--- src/hdl/multicolor_bitmap_pixel_encoder_macros.svh ---
// Assertion macros used by the encoder top module.
`ifndef MULTICOLOR_BITMAP_PIXEL_ENCODER_MACROS_SVH
`define MULTICOLOR_BITMAP_PIXEL_ENCODER_MACROS_SVH

// The consequent must hold in the same cycle as the antecedent.
`define MBPE_ASSERT_SAME(lbl, ck, rn, ante, cons, msg) \
	lbl: assert property (@(posedge ck) disable iff (!rn) (ante) |-> (cons)) \
		else $error(msg);

// The consequent must hold in the cycle after the antecedent.
`define MBPE_ASSERT_NEXT(lbl, ck, rn, ante, cons, msg) \
	lbl: assert property (@(posedge ck) disable iff (!rn) (ante) |=> (cons)) \
		else $error(msg);

`endif

--- src/hdl/mbpe_pkg.sv ---
`default_nettype none

package mbpe_pkg;

	localparam int MAX_WIDTH  = 160;
	localparam int MAX_HEIGHT = 200;

	localparam int CH_W       = 8;
	localparam int NUM_COLORS = 4;
	localparam int IDX_W      = 2;
	localparam int RGB_W      = 3 * CH_W;
	localparam int CODES_W    = 16;
	localparam int WIDTH_W    = 6;
	localparam int HEIGHT_W   = 8;
	localparam int POS_W      = 8;

	// Squared distance of three channels and its integer square root.
	localparam int SQ_W      = 2 * CH_W + 2;
	localparam int ROOT_W    = SQ_W / 2;
	localparam int REM_W     = ROOT_W + 1;
	localparam int NUM_CELLS = ROOT_W;

	localparam int BADDR_W = 13;
	localparam int CADDR_W = 14;
	localparam int CVAL_W  = 4;
	localparam int ROWW_W  = 11;

	localparam int PADDR_W = 5;
	localparam int PDATA_W = 32;

	localparam logic [WIDTH_W-1:0]  W_LIMIT = WIDTH_W'(MAX_WIDTH / 4);
	localparam logic [HEIGHT_W-1:0] H_LIMIT = HEIGHT_W'(MAX_HEIGHT);
	localparam logic [WIDTH_W-1:0]  W_RESET = WIDTH_W'(40);
	localparam logic [HEIGHT_W-1:0] H_RESET = HEIGHT_W'(200);

	// Color map actions; the action equals the chosen palette index.
	localparam logic [IDX_W-1:0] ACT_NONE  = 2'd0;
	localparam logic [IDX_W-1:0] ACT_HIGH  = 2'd1;
	localparam logic [IDX_W-1:0] ACT_LOW   = 2'd2;
	localparam logic [IDX_W-1:0] ACT_BYTE  = 2'd3;

	typedef enum logic [2:0] {
		REG_PAL0   = 3'd0,
		REG_PAL1   = 3'd1,
		REG_PAL2   = 3'd2,
		REG_PAL3   = 3'd3,
		REG_CODES  = 3'd4,
		REG_WIDTH  = 3'd5,
		REG_HEIGHT = 3'd6
	} reg_idx_t;

	// Configuration as the datapath sees it, width and height already limited.
	typedef struct packed {
		logic [NUM_COLORS-1:0][RGB_W-1:0] palette;
		logic [CODES_W-1:0]               codes;
		logic [WIDTH_W-1:0]               width;
		logic [HEIGHT_W-1:0]              height;
	} cfg_t;

	typedef struct packed {
		logic [CH_W-1:0]  red;
		logic [CH_W-1:0]  green;
		logic [CH_W-1:0]  blue;
		logic [POS_W-1:0] x;
		logic [POS_W-1:0] y;
	} pix_t;

	// Word handed from one square-root cell to the next, one lane per palette entry.
	typedef struct packed {
		logic [NUM_COLORS-1:0][SQ_W-1:0]   rad;
		logic [NUM_COLORS-1:0][REM_W-1:0]  rem;
		logic [NUM_COLORS-1:0][ROOT_W-1:0] root;
		logic [POS_W-1:0]                  x;
		logic [POS_W-1:0]                  y;
	} sqw_t;

	typedef struct packed {
		logic [IDX_W-1:0]   index;
		logic [BADDR_W-1:0] baddr;
		logic [CH_W-1:0]    bits;
		logic [CADDR_W-1:0] caddr;
		logic [CVAL_W-1:0]  cval;
	} res_t;

endpackage

`default_nettype wire

--- src/hdl/multicolor_bitmap_pixel_encoder.sv ---
// Channel  Dir  Handshake                    Word contents
// pixel    in   pixel_valid / pixel_stall    red, green, blue, pixel_x, pixel_y
// result   out  result_valid / result_stall  index, bitmap address and bits, color map write
// config   in   APB, pready tied high        palette, color codes, width, height
//
// One pixel word is taken every clock while pixel_stall is low; it passes the input and
// distance stages, nine square-root cells (one per root bit), then selection and output.
// Reset (arst_n low) empties the pipeline and loads the register reset values.
// A stalled result holds in the output register; the next word parks in a skid
// register and pixel_stall rises, freezing the whole pipeline until the skid drains.
`default_nettype none
`include "multicolor_bitmap_pixel_encoder_macros.svh"

module multicolor_bitmap_pixel_encoder import mbpe_pkg::*; (
	input  wire logic               clk,
	input  wire logic               arst_n,
	// Pixel channel.
	input  wire logic               pixel_valid,
	output logic                    pixel_stall,
	input  wire logic [CH_W-1:0]    red,
	input  wire logic [CH_W-1:0]    green,
	input  wire logic [CH_W-1:0]    blue,
	input  wire logic [POS_W-1:0]   pixel_x,
	input  wire logic [POS_W-1:0]   pixel_y,
	// Result channel.
	output logic                    result_valid,
	input  wire logic               result_stall,
	output logic [IDX_W-1:0]        chosen_index,
	output logic [BADDR_W-1:0]      bitmap_address,
	output logic [CH_W-1:0]         bitmap_bits,
	output logic [IDX_W-1:0]        color_action,
	output logic [CADDR_W-1:0]      color_address,
	output logic [CVAL_W-1:0]       color_value,
	// Configuration port.
	input  wire logic               psel,
	input  wire logic               penable,
	input  wire logic               pwrite,
	input  wire logic [PADDR_W-1:0] paddr,
	input  wire logic [PDATA_W-1:0] pwdata,
	output logic      [PDATA_W-1:0] prdata,
	output logic                    pready
);

	cfg_t cfg;

	// The pipeline moves as one whenever the skid register is free.
	logic en;
	logic accept;

	logic valid_s1;
	pix_t pix_s1;

	logic valid_chain [NUM_CELLS+1];
	sqw_t word_chain  [NUM_CELLS+1];

	logic                 valid_s12;
	logic [IDX_W-1:0]     index_s12;
	logic [POS_W-1:0]     x_s12;
	logic [POS_W-1:0]     y_s12;
	logic [ROWW_W-1:0]    roww_s12;
	logic [CADDR_W-1:0]   wh_s12;
	logic [ROWW_W-1:0]    wh8_s12;
	logic [CVAL_W-1:0]    cval_s12;

	logic [IDX_W-1:0]     pick_index;
	logic [CVAL_W-1:0]    pick_cval;

	res_t arr;
	logic arr_valid;
	logic load_out;

	logic out_valid_q;
	res_t out_q;
	logic skid_valid_q;
	res_t skid_q;

	assign pready      = 1'b1;
	assign en          = !skid_valid_q;
	assign pixel_stall = skid_valid_q;
	assign accept      = pixel_valid && !pixel_stall;

	mbpe_cfg_regs u_cfg (
		.clk     (clk),
		.arst_n  (arst_n),
		.psel    (psel),
		.penable (penable),
		.pwrite  (pwrite),
		.paddr   (paddr),
		.pwdata  (pwdata),
		.prdata  (prdata),
		.cfg     (cfg)
	);

	// Input register.
	always_ff @(posedge clk or negedge arst_n) begin
		if (!arst_n) begin
			valid_s1 <= 1'b0;
		end else if (en) begin
			valid_s1 <= accept;
		end
	end

	always_ff @(posedge clk) begin
		if (accept) begin
			pix_s1.red   <= red;
			pix_s1.green <= green;
			pix_s1.blue  <= blue;
			pix_s1.x     <= pixel_x;
			pix_s1.y     <= pixel_y;
		end
	end

	// Squared distance to all four palette entries.
	mbpe_dist_stage u_dist (
		.clk       (clk),
		.arst_n    (arst_n),
		.en        (en),
		.in_valid  (valid_s1),
		.pix       (pix_s1),
		.palette   (cfg.palette),
		.out_valid (valid_chain[0]),
		.out_word  (word_chain[0])
	);

	// Square-root chain: each cell resolves one bit of every lane's root,
	// most significant first.
	for (genvar k = 0; k < NUM_CELLS; k++) begin : g_cell
		mbpe_sqrt_cell u_cell (
			.clk       (clk),
			.arst_n    (arst_n),
			.en        (en),
			.in_valid  (valid_chain[k]),
			.in_word   (word_chain[k]),
			.out_valid (valid_chain[k+1]),
			.out_word  (word_chain[k+1])
		);
	end

	// Nearest entry: strict less-than keeps the lowest index on a tie.
	always_comb begin
		logic [ROOT_W-1:0]  best;
		logic [CODES_W-1:0] sh;
		best       = word_chain[NUM_CELLS].root[0];
		pick_index = ACT_NONE;
		for (int i = 1; i < NUM_COLORS; i++) begin
			if (word_chain[NUM_CELLS].root[i] < best) begin
				best       = word_chain[NUM_CELLS].root[i];
				pick_index = IDX_W'(i);
			end
		end
		sh        = cfg.codes >> {pick_index, 2'b00};
		pick_cval = (pick_index == ACT_NONE) ? '0 : sh[CVAL_W-1:0];
	end

	// Selection stage also forms the small products the addresses need.
	always_ff @(posedge clk or negedge arst_n) begin
		if (!arst_n) begin
			valid_s12 <= 1'b0;
		end else if (en) begin
			valid_s12 <= valid_chain[NUM_CELLS];
		end
	end

	always_ff @(posedge clk) begin
		if (en && valid_chain[NUM_CELLS]) begin
			index_s12 <= pick_index;
			x_s12     <= word_chain[NUM_CELLS].x;
			y_s12     <= word_chain[NUM_CELLS].y;
			roww_s12  <= ROWW_W'(word_chain[NUM_CELLS].y[POS_W-1:3]) * ROWW_W'(cfg.width);
			wh_s12    <= CADDR_W'(cfg.width) * CADDR_W'(cfg.height);
			wh8_s12   <= ROWW_W'(cfg.width) * ROWW_W'(cfg.height[HEIGHT_W-1:3]);
			cval_s12  <= pick_cval;
		end
	end

	// Address assembly. Positions outside the image simply wrap.
	always_comb begin
		logic [CADDR_W-1:0] bsum;
		logic [ROWW_W:0]    cell_num;
		logic [CADDR_W-1:0] base;
		bsum = CADDR_W'(2) + {roww_s12, 3'b000} + CADDR_W'({x_s12[POS_W-1:2], 3'b000})
			+ CADDR_W'(y_s12[2:0]);
		cell_num = (ROWW_W+1)'(roww_s12) + (ROWW_W+1)'(x_s12[POS_W-1:2]);
		base = CADDR_W'(2) + wh_s12 + CADDR_W'(cell_num);
		arr.index = index_s12;
		arr.baddr = bsum[BADDR_W-1:0];
		unique case (x_s12[1:0])
			2'd0: arr.bits = {index_s12, 6'b000000};
			2'd1: arr.bits = {2'b00, index_s12, 4'b0000};
			2'd2: arr.bits = {4'b0000, index_s12, 2'b00};
			2'd3: arr.bits = {6'b000000, index_s12};
			default: arr.bits = '0;
		endcase
		unique case (index_s12)
			ACT_NONE: arr.caddr = '0;
			ACT_HIGH,
			ACT_LOW:  arr.caddr = base;
			ACT_BYTE: arr.caddr = base + CADDR_W'(wh8_s12);
			default:  arr.caddr = '0;
		endcase
		arr.cval = cval_s12;
	end

	assign arr_valid = valid_s12 && en;
	assign load_out  = !out_valid_q || !result_stall;

	// Output register with a one-word skid behind it.
	always_ff @(posedge clk or negedge arst_n) begin
		if (!arst_n) begin
			out_valid_q  <= 1'b0;
			skid_valid_q <= 1'b0;
		end else if (load_out) begin
			out_valid_q  <= skid_valid_q || arr_valid;
			skid_valid_q <= 1'b0;
		end else if (arr_valid) begin
			skid_valid_q <= 1'b1;
		end
	end

	always_ff @(posedge clk) begin
		if (load_out) begin
			out_q <= skid_valid_q ? skid_q : arr;
		end else if (arr_valid) begin
			skid_q <= arr;
		end
	end

	assign result_valid   = out_valid_q;
	assign chosen_index   = out_q.index;
	assign bitmap_address = out_q.baddr;
	assign bitmap_bits    = out_q.bits;
	assign color_action   = out_q.index;
	assign color_address  = out_q.caddr;
	assign color_value    = out_q.cval;

	`MBPE_ASSERT_SAME(a_skid_behind_out, clk, arst_n, skid_valid_q, out_valid_q, "skid word without output word")
	`MBPE_ASSERT_NEXT(a_skid_holds, clk, arst_n, skid_valid_q && result_stall, skid_valid_q, "skid word lost under stall")
	`MBPE_ASSERT_NEXT(a_accept_enters, clk, arst_n, accept, valid_s1, "accepted pixel missing from input stage")
	`MBPE_ASSERT_SAME(a_no_action_zero, clk, arst_n, result_valid && chosen_index == ACT_NONE, color_address == '0 && color_value == '0, "color fields set for entry zero")

endmodule

`default_nettype wire

--- src/hdl/mbpe_cfg_regs.sv ---
`default_nettype none

module mbpe_cfg_regs import mbpe_pkg::*; (
	input  wire logic               clk,
	input  wire logic               arst_n,
	input  wire logic               psel,
	input  wire logic               penable,
	input  wire logic               pwrite,
	input  wire logic [PADDR_W-1:0] paddr,
	input  wire logic [PDATA_W-1:0] pwdata,
	output logic      [PDATA_W-1:0] prdata,
	output cfg_t                    cfg
);

	logic [NUM_COLORS-1:0][RGB_W-1:0] pal_q;
	logic [CODES_W-1:0]               codes_q;
	logic [WIDTH_W-1:0]               width_q;
	logic [HEIGHT_W-1:0]              height_q;
	reg_idx_t                         idx;
	logic                             wr;

	assign idx = reg_idx_t'(paddr[PADDR_W-1:2]);
	assign wr  = psel && penable && pwrite;

	always_ff @(posedge clk or negedge arst_n) begin
		if (!arst_n) begin
			pal_q    <= '0;
			codes_q  <= '0;
			width_q  <= W_RESET;
			height_q <= H_RESET;
		end else if (wr) begin
			unique case (idx)
				REG_PAL0:   pal_q[0] <= pwdata[RGB_W-1:0];
				REG_PAL1:   pal_q[1] <= pwdata[RGB_W-1:0];
				REG_PAL2:   pal_q[2] <= pwdata[RGB_W-1:0];
				REG_PAL3:   pal_q[3] <= pwdata[RGB_W-1:0];
				REG_CODES:  codes_q  <= pwdata[CODES_W-1:0];
				REG_WIDTH:  width_q  <= pwdata[WIDTH_W-1:0];
				REG_HEIGHT: height_q <= pwdata[HEIGHT_W-1:0];
				default: begin
				end
			endcase
		end
	end

	always_comb begin
		unique case (idx)
			REG_PAL0:   prdata = PDATA_W'(pal_q[0]);
			REG_PAL1:   prdata = PDATA_W'(pal_q[1]);
			REG_PAL2:   prdata = PDATA_W'(pal_q[2]);
			REG_PAL3:   prdata = PDATA_W'(pal_q[3]);
			REG_CODES:  prdata = PDATA_W'(codes_q);
			REG_WIDTH:  prdata = PDATA_W'(width_q);
			REG_HEIGHT: prdata = PDATA_W'(height_q);
			default:    prdata = '0;
		endcase
	end

	// Oversized width or height is used at the limit; zero passes through.
	always_comb begin
		cfg.palette = pal_q;
		cfg.codes   = codes_q;
		cfg.width   = (width_q > W_LIMIT) ? W_LIMIT : width_q;
		cfg.height  = (height_q > H_LIMIT) ? H_LIMIT : height_q;
	end

endmodule

`default_nettype wire

--- src/hdl/mbpe_dist_stage.sv ---
`default_nettype none

module mbpe_dist_stage import mbpe_pkg::*; (
	input  wire logic                             clk,
	input  wire logic                             arst_n,
	input  wire logic                             en,
	input  wire logic                             in_valid,
	input  wire pix_t                             pix,
	input  wire logic [NUM_COLORS-1:0][RGB_W-1:0] palette,
	output logic                                  out_valid,
	output sqw_t                                  out_word
);

	logic                            valid_s2;
	logic [NUM_COLORS-1:0][SQ_W-1:0] sq;
	logic [NUM_COLORS-1:0][SQ_W-1:0] sq_s2;
	logic [POS_W-1:0]                x_s2;
	logic [POS_W-1:0]                y_s2;

	// Squared Euclidean distance to each palette entry, all lanes in parallel.
	always_comb begin
		logic [CH_W-1:0]   pr, pg, pb, dr, dg, db;
		logic [2*CH_W-1:0] qr, qg, qb;
		for (int l = 0; l < NUM_COLORS; l++) begin
			pr = palette[l][3*CH_W-1:2*CH_W];
			pg = palette[l][2*CH_W-1:CH_W];
			pb = palette[l][CH_W-1:0];
			dr = (pix.red > pr) ? pix.red - pr : pr - pix.red;
			dg = (pix.green > pg) ? pix.green - pg : pg - pix.green;
			db = (pix.blue > pb) ? pix.blue - pb : pb - pix.blue;
			qr = {{CH_W{1'b0}}, dr} * {{CH_W{1'b0}}, dr};
			qg = {{CH_W{1'b0}}, dg} * {{CH_W{1'b0}}, dg};
			qb = {{CH_W{1'b0}}, db} * {{CH_W{1'b0}}, db};
			sq[l] = SQ_W'(qr) + SQ_W'(qg) + SQ_W'(qb);
		end
	end

	always_ff @(posedge clk or negedge arst_n) begin
		if (!arst_n) begin
			valid_s2 <= 1'b0;
		end else if (en) begin
			valid_s2 <= in_valid;
		end
	end

	always_ff @(posedge clk) begin
		if (en && in_valid) begin
			sq_s2 <= sq;
			x_s2  <= pix.x;
			y_s2  <= pix.y;
		end
	end

	assign out_valid     = valid_s2;
	assign out_word.rad  = sq_s2;
	assign out_word.rem  = '0;
	assign out_word.root = '0;
	assign out_word.x    = x_s2;
	assign out_word.y    = y_s2;

endmodule

`default_nettype wire

--- src/hdl/mbpe_sqrt_cell.sv ---
`default_nettype none

module mbpe_sqrt_cell import mbpe_pkg::*; (
	input  wire logic clk,
	input  wire logic arst_n,
	input  wire logic en,
	input  wire logic in_valid,
	input  wire sqw_t in_word,
	output logic      out_valid,
	output sqw_t      out_word
);

	logic valid_s1;
	sqw_t word_s1;
	sqw_t nxt;

	// One root bit per cell: bring down the next two radicand bits and try
	// to subtract 4*root+1 from the partial remainder.
	always_comb begin
		logic [REM_W+1:0] ext;
		logic [REM_W+1:0] trial;
		nxt = in_word;
		for (int l = 0; l < NUM_COLORS; l++) begin
			ext   = {in_word.rem[l], in_word.rad[l][SQ_W-1:SQ_W-2]};
			trial = {1'b0, in_word.root[l], 2'b01};
			nxt.rad[l] = {in_word.rad[l][SQ_W-3:0], 2'b00};
			if (ext >= trial) begin
				nxt.rem[l]  = REM_W'(ext - trial);
				nxt.root[l] = {in_word.root[l][ROOT_W-2:0], 1'b1};
			end else begin
				nxt.rem[l]  = ext[REM_W-1:0];
				nxt.root[l] = {in_word.root[l][ROOT_W-2:0], 1'b0};
			end
		end
	end

	always_ff @(posedge clk or negedge arst_n) begin
		if (!arst_n) begin
			valid_s1 <= 1'b0;
		end else if (en) begin
			valid_s1 <= in_valid;
		end
	end

	always_ff @(posedge clk) begin
		if (en && in_valid) begin
			word_s1 <= nxt;
		end
	end

	assign out_valid = valid_s1;
	assign out_word  = word_s1;

endmodule

`default_nettype wire
--- config.mk ---
export PLATFORM = sky130hd
export DESIGN_NAME = multicolor_bitmap_pixel_encoder
export DESIGN_NICKNAME = d
export VERILOG_FILES = /design/src/hdl/mbpe_pkg.sv /design/src/hdl/multicolor_bitmap_pixel_encoder.sv /design/src/hdl/mbpe_cfg_regs.sv /design/src/hdl/mbpe_dist_stage.sv /design/src/hdl/mbpe_sqrt_cell.sv
export VERILOG_INCLUDE_DIRS = /design/src /design/src/hdl
export SDC_FILE = /design/constraint.sdc
export NUM_CORES = 2
export LEC_CHECK = 0
export BUFFER_PORTS_ARGS = -buffer_cell sky130_fd_sc_hd__buf_2
export CAP_MARGIN = 10
export CORE_ASPECT_RATIO = 0.9
export CORE_MARGIN = 3
export CORE_UTILIZATION = 54
export CTS_CLUSTER_SIZE = 10
export DETAILED_ROUTE_END_ITERATION = 16
export PLACE_DENSITY = 0.82
export SLEW_MARGIN = 20
export SYNTH_ARGS = -nofsm -noshare
export SYNTH_HDL_FRONTEND = slang
export SYNTH_HIERARCHICAL = 1
export SYNTH_SLANG_ARGS = --single-unit
--- constraint.sdc ---
create_clock -name clk -period 17 [get_ports clk]
set_input_delay 1.7 -clock clk [delete_from_list [all_inputs] [get_ports clk]]
set_output_delay 1.7 -clock clk [all_outputs]
set_load 0.1 [all_outputs]
## Yosys cells after proc, flatten, opt, wreduce, memory -nomap -nowiden

Index checks and enable logic that the tools add are counted.
W data, S select, Z words.

| storage, ports and cells | value |
|---|---|
| register bits after elaboration | 1307 |
| input bits | 84 |
| output and inout port bits | 78 |
| word-level logic and storage cells | 451 |

| cells by class | value |
|---|---|
| add/sub/neg operators | 71 |
| $mul | 15 |
| magnitude comparators | 53 |
| eq/ne operators | 12 |
| shift-type cells | 1 |
| multiplexer cells | 93 |
| bitwise logic cells | 1 |
| reductions and logical operators | 34 |

Operator list:

| cell | count |
|---|---|
| $mux W10 | 28 |
| $mul A8 B8 Y16 | 12 |
| $sub A8 B8 Y8 | 24 |
| $pmux W24 S7 | 1 |
| $mux W8 | 13 |
| $gt A8 B8 Y1 | 12 |
| $add A18 B16 Y18 | 4 |
| $add A16 B16 Y17 | 4 |
| $ge A12 B10 Y1 | 4 |
| $ge A12 B3 Y1 | 4 |
| $ge A12 B4 Y1 | 4 |
| $ge A12 B5 Y1 | 4 |
| $ge A12 B6 Y1 | 4 |
| $ge A12 B7 Y1 | 4 |
| $ge A12 B8 Y1 | 4 |
| $ge A12 B9 Y1 | 4 |
| $pmux W14 S3 | 1 |
| $mux W41 | 1 |
| $sub A10 B4 Y10 | 4 |
| $sub A10 B5 Y10 | 4 |
| $sub A10 B6 Y10 | 4 |
| $sub A10 B7 Y10 | 4 |
| $sub A10 B8 Y10 | 4 |
| $sub A10 B9 Y10 | 4 |
| other kinds (36) | 124 |

## Logic depth before layout (Yosys ltp)

| depth | value |
|---|---|
| depth in word-level cells | 7 |
| depth in mapped cells | 36 |
| depth with buffers taken out | 34 |

## By module

Netlist, hierarchy kept.

By module, submodules not included:

| module | instances | cells each | area each (sq um) | sequential area each (sq um) |
|---|---|---|---|---|
| mbpe_sqrt_cell (g_cell[2].u_cell ...) | 7 | 515 | 7398.3 | 4709.5 |
| mbpe_dist_stage | 1 | 3621 | 32887.8 | 2667.6 |
| mbpe_sqrt_cell (g_cell[0].u_cell ...) | 2 | 504 | 7455.9 | 4709.5 |
| multicolor_bitmap_pixel_encoder | 1 | 978 | 11551.1 | 5355.1 |
| mbpe_cfg_regs | 1 | 429 | 6052.1 | 3159.3 |

## Worst setup path after synthesis

Ideal clock, no wire load.

| timing | value |
|---|---|
| kind | flip-flop to flip-flop |
| from | register pix_s1[33] (netlist bit) |
| to | register u_dist.sq_s2 (netlist bit u_dist/out_word[124]), data pin |
| library setup time | 0.268 ns |
| arrival time | 7.913 ns |
| required time | 16.732 ns |
| setup slack | 8.819 ns |
| stages on the path, launching flop included | 29 |
| buffers on the path | 1 |
| period minus slack after synthesis | 8.181 ns |
| path through | edfxtp_1 -> inv_1 -> fa_1 -> a21o_1 -> a21oi_1 -> a21oi_1 -> a31oi_1 -> o221ai_1 -> xnor2_1 -> clkbuf_1 -> nor2_1 -> fa_1 -> fa_1 -> inv_1 -> fa_1 -> fa_1 -> inv_1 -> fa_1 -> fa_1 -> inv_1 -> fa_1 -> inv_1 -> ha_1 -> and2_1 -> a311oi_1 -> o31ai_1 -> a2111oi_0 -> a211oi_1 -> xor2_1 |

RTL lines:

| what | line | source |
|---|---|---|
| start, declared | multicolor_bitmap_pixel_encoder.sv:51 | `pix_t pix_s1;` |
| end signal, assigned | mbpe_dist_stage.sv:48 | `sq_s2 <= sq;` |
| end, declared | mbpe_dist_stage.sv:16 | `logic [NUM_COLORS-1:0][SQ_W-1:0] sq_s2;` |

==> impl_metrics.yaml <==
run_status:
  status: "complete, no violations"
layout:
  drive_gt1_share_pct: 11.7
  area_delta_synth_final_pct: 7.61
  fin_nets: 10916
sta:
  finalClockSkew_ns: 0.0452
  fmax_mhz: 101
  rsz0062_at_grt: "false"
  setup_tns_ns: 0
  slew_viol_final: 0
  setup_viol: 0
  period_minus_slack_ns: 9.90
  hold_viol: 0
  finalCritPeriodShare_pct: 58.2
  worst_slew_pin_slew_ns: 1.30
  relSlewSlack_pct: 13.1
yosys:
  synthCells: 9042
  syn_area_per_cell_um2: 11.7
  yosysWarnings: 6
  synth_area_um2: 105000
drt:
  ant_nets: 0
  drc_errors: 0
  wl_per_cell_um: 19.1
  dr.pass1.iters: 9
  via_per_inst: 5.63
  drt_iter0_drc: 4767
  vias: 66679
  finalWirelength_um: 226000
die:
  ios: 162
  start_util_pct: 54.4
  num_rows: 153
  core-area_um2: 194000
  die_y_um: 425
  die_w_um: 472
  die-area_um2: 200000
critical_path:
  crit_type: "reg2reg"
  required_ns: 17.53
  start_kind: "flip-flop"
  cp_max_fo: 9
  cp-end-kind: "flip-flop"
  arrival_ns: 10.43
global_routing:
  globalRouteOverflowTotal: 0
  grt_max_degree: 78
  grt_pass1_wl_um: 362000
  grt_pass1_vias: 68982
  track_usage_pct: 22.5
  antenna_found_initial: 13
placement:
  routabilityCongestion: 0.908
  dpl.hpwl_um: 173000
  port_buffers: 142
cts:
  cts_hold_buf: 0
  clockBufferDepth: 3
  post_cts_resized: 0
  cts_made_buffers: 173
  clock-sinks: 1479
  cts_tree: "built"
  postCtsSetupBuffers: 0
  path_clk_slew_ns: 0.06
  worstSkewPairLatency_ns: 0.82
  h-tree-depth: 4
  cts-root-buf: "clkbuf_16"
hold_path:
  hp-class: "reg2reg"
flow_run:
  cap_violations: 0
## cells in the final DEF, fill, tap and decap left out, types with 22 or more instances in the layout
cell type and count:
and3_1 52, clkbuf_16 175, a211oi_1 54, a21oi_1 372, o22ai_1 23, edfxtp_1 1339, and2_1 82, clkbuf_1 50
nand3_1 105, ha_1 1013, xnor2_1 278, a31oi_1 76, o21a_1 100, nor3_1 60, dfrtp_1 134, nor2b_1 75
o21ai_0 242, nand2b_1 109, or2_2 42, or3_1 38, xor2_1 80, nand2_1 313, buf_2 141, mux2_4 140
fa_1 610, inv_1 1578, nand4_1 51, o211ai_1 43, nor2b_4 25, mux2i_1 145, mux2_2 275, buf_4 68
conb_1 85, nor2_1 563, nor4_1 22, a21o_1 123, o21bai_1 61, o2111ai_1 33
## per-stage QoR
step	std cells	worst slack (ns)	util, %	hold WS (ns)	instance area (um^2)
floorplan	9124	8.82	-	0.400	106000
global placement	11591	7.49	55.9	0.403	108000
detailed placement	11591	7.34	55.9	0.405	108000
CTS	11847	7.26	58.6	0.370	113000
global route	11849	6.78	58.6	0.388	113000
finish	11853	7.10	58.6	0.378	113000
## worst paths after layout
check | start | endpoint | slack (ns) | cells after the start
max in group asynchronous | arst_n | pixel_stall | 14.55 | 2
min in group asynchronous | arst_n | u_cfg/cfg[65] | 0.93 | 1
setup / recovery | pix_s1[17] | u_dist/out_word[144] | 7.10 | 25
hold reg to reg | g_cell[5].u_cell/out_word[122] | g_cell[6].u_cell/out_word[124] | 0.38 | 0
hold / removal | g_cell[5].u_cell/out_word[122] | g_cell[6].u_cell/out_word[124] | 0.38 | 0
setup reg to reg | pix_s1[17] | u_dist/out_word[144] | 7.10 | 25
## layout make-up
cell class | count | area (um^2)
fillers | 14806 | 80200
multi-input cells | 5763 | 54200
flip-flops and latches | 1479 | 43700
inverters | 1582 | 5940
clock buffers | 227 | 4590
well taps | 2557 | 3200
repair buffers | 210 | 1230
clock inverters | 29 | 475
diodes | 6 | 15.0
## metal layers
| layer | up-vias | part of all wire [%] | track usage (%) |
|---|---|---|---|
| met1 | 32853 | 42 | 29.3 |
| li1 | 31287 | - | - |
| met5 | - | 0.0057 | 0 |
| met3 | 427 | 6.3 | 3.72 |
| met4 | 2 | 3.4 | 7.81 |
| met2 | 2110 | 48 | 38.3 |
## registers in the layout, summed over array words and instances, names as in the netlist, 6 cells and up
signal and flops:
g_cell.u_cell/out_word 1076, u_cfg/cfg 96, u_dist/out_word 72, skid_q 41, pix_s1 40, u_cfg/codes_q 16, color_address 14, wh_s12 14
bitmap_address 13, roww_s12 11, wh8_s12 11, g_cell.u_cell/out_valid 9, bitmap_bits 8, u_cfg/height_q 8, u_dist/x_s2 8, u_dist/y_s2 8
x_s12 8, u_cfg/width_q 6
## worst max-delay path: stages (launching register included)
cell      delay [ns]
edfxtp_1        0.81
inv_1           0.52
ha_1            0.49
nand4_1         0.12
nor3_1          0.49
a211oi_4        0.16
mux2i_1         0.17
xnor2_1         0.83
inv_1           0.29
nand2b_1        0.19
fa_1            0.48
fa_1            0.56
inv_1           0.05
fa_1            0.52
fa_1            0.44
fa_1            0.52
fa_1            0.55
inv_1           0.05
fa_1            0.56
inv_1           0.05
ha_1            0.32
nand2_1         0.06
o211ai_1        0.39
a41oi_1         0.30
o21ai_0         0.28
xor2_1          0.40
Power is not shown: default switching activity piles up to over one toggle a cycle in this logic, so the estimate is an artifact.
